==> src/hdl/afcrc_pkg.sv <==
// shared types, codes and helper functions for the ascii frame crc8 checker
// no dependencies; used by afcrc_line_parser and the top level
package afcrc_pkg;

  localparam int unsigned MAX_CONTENT_DEF     = 99;
  localparam int unsigned MAX_FIELD_CHARS_DEF = 9;

  localparam logic [7:0] CRC_POLY  = 8'h07;
  localparam logic [7:0] CRC_INIT  = 8'h00;
  localparam logic [7:0] CRC_MSB   = 8'h80;
  localparam logic [7:0] CH_START  = 8'h3F;  // '?'
  localparam logic [7:0] CH_COLON  = 8'h3A;  // ':'
  localparam logic [7:0] CH_PLUS   = 8'h2B;
  localparam logic [7:0] CH_MINUS  = 8'h2D;
  localparam logic [7:0] CH_ZERO   = 8'h30;
  localparam logic [7:0] CH_NINE   = 8'h39;
  localparam logic [7:0] CH_NUL    = 8'h00;

  localparam logic [8:0] NUM_SAT   = 9'd256;
  localparam logic [8:0] NUM_MAX   = 9'd255;

  localparam int unsigned OUT_DATA_W = 24;

  typedef enum logic [1:0] {
    PH_AWAIT,
    PH_FIELD,
    PH_PAYLOAD,
    PH_BAD
  } phase_t;

  typedef enum logic [1:0] {
    NS_SKIP,
    NS_DIGITS,
    NS_STOP
  } num_state_t;

  typedef enum logic [1:0] {
    ERR_NONE  = 2'd0,
    ERR_START = 2'd1,
    ERR_CRC   = 2'd2
  } err_kind_t;

  typedef struct packed {
    logic       frame_ok;
    err_kind_t  error_kind;
    logic [7:0] computed_crc;
    logic [7:0] expected_crc;
    logic       expected_in_range;
  } verdict_t;

  // one byte of crc-8, msb first
  function automatic logic [7:0] crc8_byte(input logic [7:0] crc, input logic [7:0] b);
    logic [7:0] c;
    c = crc ^ b;
    for (int k = 0; k < 8; k++) begin
      if ((c & CRC_MSB) != 8'h00) begin
        c = {c[6:0], 1'b0} ^ CRC_POLY;
      end else begin
        c = {c[6:0], 1'b0};
      end
    end
    return c;
  endfunction

  function automatic logic is_space(input logic [7:0] ch);
    return ch inside {8'h20, [8'h09:8'h0D]};
  endfunction

  function automatic logic is_digit(input logic [7:0] ch);
    return (ch >= CH_ZERO) && (ch <= CH_NINE);
  endfunction

endpackage

==> src/hdl/afcrc_line_parser.sv <==
// per-line parse state: start check, decimal field, crc over content and payload
// depends on afcrc_pkg; one byte or one line end is taken per step
module afcrc_line_parser #(
  parameter int unsigned MAX_CONTENT     = afcrc_pkg::MAX_CONTENT_DEF,
  parameter int unsigned MAX_FIELD_CHARS = afcrc_pkg::MAX_FIELD_CHARS_DEF
) (
  input  logic                clk,
  input  logic                rst_n,
  input  logic                step,
  input  logic [7:0]          step_byte,
  input  logic                step_last,
  output afcrc_pkg::verdict_t verdict
);
  import afcrc_pkg::*;

  localparam int unsigned CC_W = $clog2(MAX_CONTENT + 1);
  localparam int unsigned FC_W = $clog2(MAX_FIELD_CHARS + 2);
  localparam logic [CC_W-1:0] CC_MAX = CC_W'(MAX_CONTENT);
  localparam logic [FC_W-1:0] FC_MAX = FC_W'(MAX_FIELD_CHARS);

  phase_t          phase_r,   phase_nxt;
  logic [CC_W-1:0] cc_r,      cc_nxt;
  logic [FC_W-1:0] fc_r,      fc_nxt;
  num_state_t      ns_r,      ns_nxt;
  logic            neg_r,     neg_nxt;
  logic [8:0]      num_r,     num_nxt;
  logic [7:0]      crc_all_r, crc_all_nxt;
  logic [7:0]      crc_pl_r,  crc_pl_nxt;
  logic            colon_r,   colon_nxt;
  logic            ended_r,   ended_nxt;

  logic [7:0]  crc_all_upd;
  logic [7:0]  crc_pl_upd;
  logic [11:0] num_acc;
  logic [8:0]  num_upd;
  logic        dig;

  assign crc_all_upd = crc8_byte(crc_all_r, step_byte);
  assign crc_pl_upd  = crc8_byte(crc_pl_r, step_byte);
  assign dig         = is_digit(step_byte);
  // value*10 + digit, saturating
  assign num_acc = {num_r, 3'b000} + {2'b00, num_r, 1'b0} + {4'h0, step_byte - CH_ZERO};
  assign num_upd = (num_acc > 12'(NUM_MAX)) ? NUM_SAT : num_acc[8:0];

  // verdict from current state
  always_comb begin
    logic inr;
    logic [7:0] expv;
    logic [7:0] comp;
    inr  = 1'b0;
    expv = 8'h00;
    comp = 8'h00;
    verdict = '0;
    if (phase_r == PH_AWAIT || phase_r == PH_BAD) begin
      verdict.error_kind = ERR_START;
    end else begin
      comp = colon_r ? crc_pl_r : crc_all_r;
      inr  = 1'b1;
      if (colon_r && fc_r <= FC_MAX) begin
        if (num_r > NUM_MAX || (neg_r && num_r != 9'd0)) begin
          inr = 1'b0;
        end else begin
          expv = num_r[7:0];
        end
      end
      verdict.computed_crc      = comp;
      verdict.expected_crc      = expv;
      verdict.expected_in_range = inr;
      if (inr && expv == comp) begin
        verdict.frame_ok   = 1'b1;
        verdict.error_kind = ERR_NONE;
      end else begin
        verdict.error_kind = ERR_CRC;
      end
    end
  end

  always_comb begin
    phase_nxt   = phase_r;
    cc_nxt      = cc_r;
    fc_nxt      = fc_r;
    ns_nxt      = ns_r;
    neg_nxt     = neg_r;
    num_nxt     = num_r;
    crc_all_nxt = crc_all_r;
    crc_pl_nxt  = crc_pl_r;
    colon_nxt   = colon_r;
    ended_nxt   = ended_r;
    if (step) begin
      if (step_last) begin
        phase_nxt   = PH_AWAIT;
        cc_nxt      = '0;
        fc_nxt      = '0;
        ns_nxt      = NS_SKIP;
        neg_nxt     = 1'b0;
        num_nxt     = '0;
        crc_all_nxt = CRC_INIT;
        crc_pl_nxt  = CRC_INIT;
        colon_nxt   = 1'b0;
        ended_nxt   = 1'b0;
      end else if (!ended_r && cc_r < CC_MAX) begin
        if (step_byte == CH_NUL) begin
          ended_nxt = 1'b1;
        end else begin
          cc_nxt      = cc_r + 1'b1;
          crc_all_nxt = crc_all_upd;
          case (phase_r)
            PH_AWAIT: begin
              phase_nxt = (step_byte == CH_START) ? PH_FIELD : PH_BAD;
            end
            PH_FIELD: begin
              if (step_byte == CH_COLON) begin
                colon_nxt = 1'b1;
                phase_nxt = PH_PAYLOAD;
              end else begin
                if (fc_r <= FC_MAX) fc_nxt = fc_r + 1'b1;
                case (ns_r)
                  NS_SKIP: begin
                    if (is_space(step_byte)) begin
                      ns_nxt = NS_SKIP;
                    end else if (step_byte == CH_PLUS) begin
                      ns_nxt = NS_DIGITS;
                    end else if (step_byte == CH_MINUS) begin
                      neg_nxt = 1'b1;
                      ns_nxt  = NS_DIGITS;
                    end else if (!dig) begin
                      ns_nxt = NS_STOP;
                    end else begin
                      ns_nxt  = NS_DIGITS;
                      num_nxt = num_upd;
                    end
                  end
                  NS_DIGITS: begin
                    if (!dig) begin
                      ns_nxt = NS_STOP;
                    end else begin
                      num_nxt = num_upd;
                    end
                  end
                  default: ns_nxt = ns_r;
                endcase
              end
            end
            PH_PAYLOAD: begin
              crc_pl_nxt = crc_pl_upd;
            end
            default: phase_nxt = phase_r;
          endcase
        end
      end
    end
  end

  always_ff @(posedge clk) begin
    if (!rst_n) begin
      phase_r   <= PH_AWAIT;
      cc_r      <= '0;
      fc_r      <= '0;
      ns_r      <= NS_SKIP;
      neg_r     <= 1'b0;
      num_r     <= '0;
      crc_all_r <= CRC_INIT;
      crc_pl_r  <= CRC_INIT;
      colon_r   <= 1'b0;
      ended_r   <= 1'b0;
    end else begin
      phase_r   <= phase_nxt;
      cc_r      <= cc_nxt;
      fc_r      <= fc_nxt;
      ns_r      <= ns_nxt;
      neg_r     <= neg_nxt;
      num_r     <= num_nxt;
      crc_all_r <= crc_all_nxt;
      crc_pl_r  <= crc_pl_nxt;
      colon_r   <= colon_nxt;
      ended_r   <= ended_nxt;
    end
  end

endmodule

==> src/hdl/ascii_frame_crc8_checker_unit.sv <==
// Checks text lines of the form '?<decimal>:<payload>' arriving one byte per word,
// with in_tlast marking the line end (the byte of that word is not part of the line).
// One verdict word leaves per line. The block takes one word every cycle unless a line
// end waits behind an untaken verdict; the path that sets this is the one-byte crc-8
// update and the decimal multiply-add in the parser. A line end passes the input register,
// then the out_tvalid register. While a verdict waits, plain bytes go on; a line end is held.
// depends on afcrc_pkg and afcrc_line_parser
module ascii_frame_crc8_checker_unit #(
  parameter int unsigned MAX_CONTENT     = afcrc_pkg::MAX_CONTENT_DEF,
  parameter int unsigned MAX_FIELD_CHARS = afcrc_pkg::MAX_FIELD_CHARS_DEF
) (
  input  logic                                 clk,
  input  logic                                 rst_n,
  input  logic                                 in_tvalid,
  output logic                                 in_tready,
  input  logic [7:0]                           in_tdata,   // byte_value
  input  logic                                 in_tlast,   // line_end
  output logic                                 out_tvalid,
  input  logic                                 out_tready,
  // frame_ok, error_kind[1:0], computed_crc[7:0], expected_crc[7:0],
  // expected_in_range, zero fill
  output logic [afcrc_pkg::OUT_DATA_W-1:0]     out_tdata
);
  import afcrc_pkg::*;

  logic                  in_valid_r, in_valid_nxt;
  logic [7:0]            in_byte_r;
  logic                  in_last_r;
  logic                  out_valid_r, out_valid_nxt;
  logic [OUT_DATA_W-1:0] out_data_r;
  logic                  advance;
  logic                  step;
  logic                  load;
  verdict_t              verdict;

  // a plain byte never waits on the output side
  assign advance   = !in_last_r || !out_valid_r || out_tready;
  assign in_tready = !in_valid_r || advance;
  assign step      = in_valid_r && advance;
  assign load      = step && in_last_r;

  assign in_valid_nxt  = (in_tvalid && in_tready) ? 1'b1 : (step ? 1'b0 : in_valid_r);
  assign out_valid_nxt = load ? 1'b1 : (out_tready ? 1'b0 : out_valid_r);

  afcrc_line_parser #(
    .MAX_CONTENT     (MAX_CONTENT),
    .MAX_FIELD_CHARS (MAX_FIELD_CHARS)
  ) u_parser (
    .clk       (clk),
    .rst_n     (rst_n),
    .step      (step),
    .step_byte (in_byte_r),
    .step_last (in_last_r),
    .verdict   (verdict)
  );

  always_ff @(posedge clk) begin
    if (!rst_n) begin
      in_valid_r  <= 1'b0;
      out_valid_r <= 1'b0;
    end else begin
      in_valid_r  <= in_valid_nxt;
      out_valid_r <= out_valid_nxt;
    end
  end

  always_ff @(posedge clk) begin
    if (in_tvalid && in_tready) begin
      in_byte_r <= in_tdata;
      in_last_r <= in_tlast;
    end
    if (load) begin
      out_data_r <= {4'h0, verdict.expected_in_range, verdict.expected_crc,
                     verdict.computed_crc, verdict.error_kind, verdict.frame_ok};
    end
  end

  assign out_tvalid = out_valid_r;
  assign out_tdata  = out_data_r;

endmodule
==> config.mk <==
export PLATFORM = sky130hd
export DESIGN_NAME = ascii_frame_crc8_checker_unit
export DESIGN_NICKNAME = d
export VERILOG_FILES = /design/src/hdl/afcrc_pkg.sv /design/src/hdl/afcrc_line_parser.sv /design/src/hdl/ascii_frame_crc8_checker_unit.sv
export SDC_FILE = /design/constraint.sdc
export NUM_CORES = 1
export LEC_CHECK = 0
export BUFFER_PORTS_ARGS = -buffer_cell sky130_fd_sc_hd__clkbuf_2
export CORE_MARGIN = 5
export CORE_UTILIZATION = 33
export DETAILED_ROUTE_END_ITERATION = 8
export PLACE_DENSITY = 0.53
export SETUP_SLACK_MARGIN = 0.5
export SLEW_MARGIN = 10
export SYNTH_ARGS = -nofsm -noshare
export SYNTH_HDL_FRONTEND = slang
export SYNTH_SLANG_ARGS = --single-unit
==> constraint.sdc <==
create_clock -name clk -period 4.4 [get_ports clk]
set_input_delay 0.22 -clock clk [delete_from_list [all_inputs] [get_ports clk]]
set_output_delay 0.22 -clock clk [all_outputs]
set_load 0.01 [all_outputs]
==> impl_metrics.py <==
metrics = {
    "setup_path": {
        "worstPathCellList": "a21oi_1 -> xnor2_1 -> fa_1 -> inv_1 -> ha_1 -> a211oi_2 -> nor4b_1 -> or4b_1 -> nor3_1 -> nand4_1 -> o32ai_1",
        "path_class": "reg2reg",
        "slowest_stage": "or4b_1",
        "cp_num_buf_inv": 1,
        "critPathMaxFanout": 8,
        "critPathRequiredTime_ns": 4.64,
        "critical_path.max_stage_delay_ns": 0.55,
        "cp_top_family": "simple AND/OR/NAND/NOR gates",
        "worstSetupStartpointType": "flop",
        "cp-end-kind": "flop",
        "arrival_ns": 3.75,
    },
    "clock_network": {
        "ctsHtreeMaxLevel": 3,
        "cts-root-buf": "clkbuf_16",
        "clk_path_buf_depth": 2,
        "hold_buffers": 0,
        "clk_pin_slew_worst_paths_ns": 0.06,
        "tritoncts": "yes",
        "numCtsBuffers": 9,
        "post_cts_buffers": 0,
        "cts_resized": 0,
        "clock_sinks": 74,
        "worstSkewPairLatency_ns": 0.34,
    },
    "sta": {
        "fin_crit_ns": 3.517,
        "finalCritPeriodShare_pct": 79.92,
        "hold_slack_ns": 0.05340,
        "hold_viol": 0,
        "grt_setup_unrepaired": "no",
        "clock.fmax_mhz": 284.4,
        "tightest_slew_ns": 1.120,
        "finClkSkew_ns": 0.01112,
        "finalSetupTns_ns": 0,
        "slew_violations": 0,
        "setup_viol": 0,
        "max_slew_margin_pct": 25.23,
    },
    "flow_run": {
        "maxCapViolCount": 0,
    },
    "drt": {
        "drtAntennaViolNets": 0,
        "drt-initial-drc-count": 200,
        "vias": 3763,
        "wl_per_cell_um": 15.66,
        "dr.pass1.iters": 4,
        "vias_per_cell": 5.212,
        "wl_um": 11300,
        "drc_errors": 0,
    },
    "floorplanning": {
        "placementRows": 43,
        "ios": 39,
        "start_util_pct": 33.78,
        "die_x_um": 129.7,
        "die_h_um": 129.7,
        "dieArea_um2": 16810,
        "design.core.area_um2": 13990,
    },
    "layout": {
        "fillers": 1437,
        "syn_to_final_growth_pct": 13.24,
        "drive_above_1_share_pct": 13.10,
        "ff_latch_area_um2": 1772,
        "fin_nets": 580,
        "antenna_cells": 0,
        "stdcell_count": 722,
        "multi_input_area_um2": 2693,
    },
    "yosys": {
        "synth_top_family_by_area": "simple AND/OR/NAND/NOR gates",
        "synthArstFlopShare_pct": 0,
        "synthAdderAreaFrac_pct": 8.896,
        "synth_edf_count": 29,
        "ys_ff_latch": 74,
        "post_synth_instance_area_um2": 4726,
        "synthMuxAreaShare_pct": 3.204,
        "synth_area_per_cell_um2": 9.284,
        "synth_compound_area_share_pct": 15.94,
        "ys_seq_area_share_pct": 37.49,
        "synthCells": 509,
        "synthFlopType": "dfxtp_1",
        "synth-warning-count": 0,
        "synth_xor_area_share_pct": 11.23,
        "synth-simple-area-share_pct": 17.34,
        "synth_cell_types": 67,
    },
    "pwr": {
        "power.density_nw_per_um2": 340.6,
        "vdd_drop_max_mv": 0.1985,
        "p_leak_uw": 0.002073,
    },
    "place": {
        "io_buffers": 34,
        "gp_congestion": 0.8639,
        "dpl.cell_count": 705,
        "hpwlAfterDp_um": 8617,
    },
    "global_route": {
        "grt_overflow": 0,
        "grt_max_degree": 23,
        "grt_pass1_wl_um": 18800,
        "grtUsageTotal_pct": 14.10,
        "grt_pass1_vias": 3609,
        "antenna_found_initial": 0,
    },
    "worst_hold_path": {
        "hold_class": "in2reg",
    },
    "outcome": {
        "outcome": "completed",
    },
}
cell families after synthesis:
group / after synthesis
buffers and inverters: 65
XOR/XNOR: 59
multiplexers: 15
other: 1
adder cells (fa/ha/maj): 30
flip-flops: 74
AND/OR/NAND/NOR: 158
AO/OA/AOI/OAI: 107
final cells by class:
| cell class | count | share of cell area, % |
|---|---|---|
| Multi-Input combinational cell | 373 | 50.32 |
| Clock inverter | 7 | 1.263 |
| Tap cell | 180 | 4.209 |
| Timing Repair Buffer | 42 | 4.302 |
| Sequential cell | 74 | 33.11 |
| Inverter | 37 | 2.595 |
| Clock buffer | 9 | 4.209 |
metal layers:
| layer | up-vias | wire length [um] | GRT usage (%) |
|---|---|---|---|
| met3 | 10 | 693 | 3.009 |
| met2 | 95 | 4900 | 21.20 |
| met4 | 0 | 138 | 3.912 |
| li1 | 1864 | - | - |
| met5 | - | 0 | 0 |
| met1 | 1794 | 5570 | 20.44 |
synth_stat cells, types with 10 or more instances:
cell / n / area share (%)
a21oi_1: 25 / 2.6
and2_1: 12 / 1.6
buf_2: 10 / 1.1
clkbuf_1: 13 / 1.0
dfxtp_1: 45 / 19
edfxtp_1: 29 / 18
ha_1: 24 / 6.4
inv_1: 36 / 2.9
mux2i_1: 14 / 3.0
nand2_1: 22 / 1.7
nand3_1: 14 / 1.5
nand4_1: 12 / 1.6
nor2_1: 49 / 3.9
o21ai_0: 13 / 1.4
xnor2_1: 39 / 7.2
xor2_1: 19 / 3.5
power breakdown:
part / switching, uW / internal, uW / leakage (uW) / total, uW
combinational: 185 / 139 / 0.00128 / 323
sequential: 38.1 / 737 / 0.000646 / 776
clock: 286 / 438 / 0.000149 / 724
worst paths after layout:
| kind | startpoint | to | slack (ns) | depth (start not counted) |
|---|---|---|---|---|
| worst min register to register | u_parser.cc_r[6] | u_parser.cc_r[6] | 0.47 | 2 |
| worst max-delay path | in_byte_r[6] | u_parser.num_r[5] | 0.88 | 11 |
| worst max register to register | in_byte_r[6] | u_parser.num_r[5] | 0.88 | 11 |
| worst min-delay path | in_tdata[2] | in_byte_r[2] | 0.05 | 1 |
sequential cells by signal, indices dropped and copies added (netlist names), 2 cells and up:
signal / cells
u_parser.phase_r: 2
u_parser.num_r: 9
out_tdata: 20
u_parser.fc_r: 4
u_parser.ns_r: 2
u_parser.cc_r: 7
u_parser.crc_pl_r: 8
in_byte_r: 8
u_parser.crc_all_r: 8
layout by cell type, fill, tap and decap left out, types with 14 or more instances in the layout:
cell type and count:
a21oi_1 25, clkbuf_2 34, dfxtp_1 45, edfxtp_1 29, ha_1 24, inv_1 36, mux2i_1 14, nand2_1 22
nand3_1 14, nor2_1 48, xnor2_1 39, xor2_1 19
through the flow:
| stage | utilization [%] | setup slack (ns) | total power (uW) | area (um2) |
|---|---|---|---|---|
| after global placement | 36.11 | 0.8960 | 1107 | 5051 |
| after detailed placement | 36.11 | 0.8372 | 1111 | 5051 |
| after global routing | 38.26 | 0.5471 | 1917 | 5351 |
| final | 38.26 | 0.8833 | 1823 | 5351 |
| after floorplan | - | 1.071 | 1036 | 4737 |
| after CTS | 38.20 | 0.8065 | 1843 | 5344 |
Note: power is estimated with default switching activity, not from simulation.
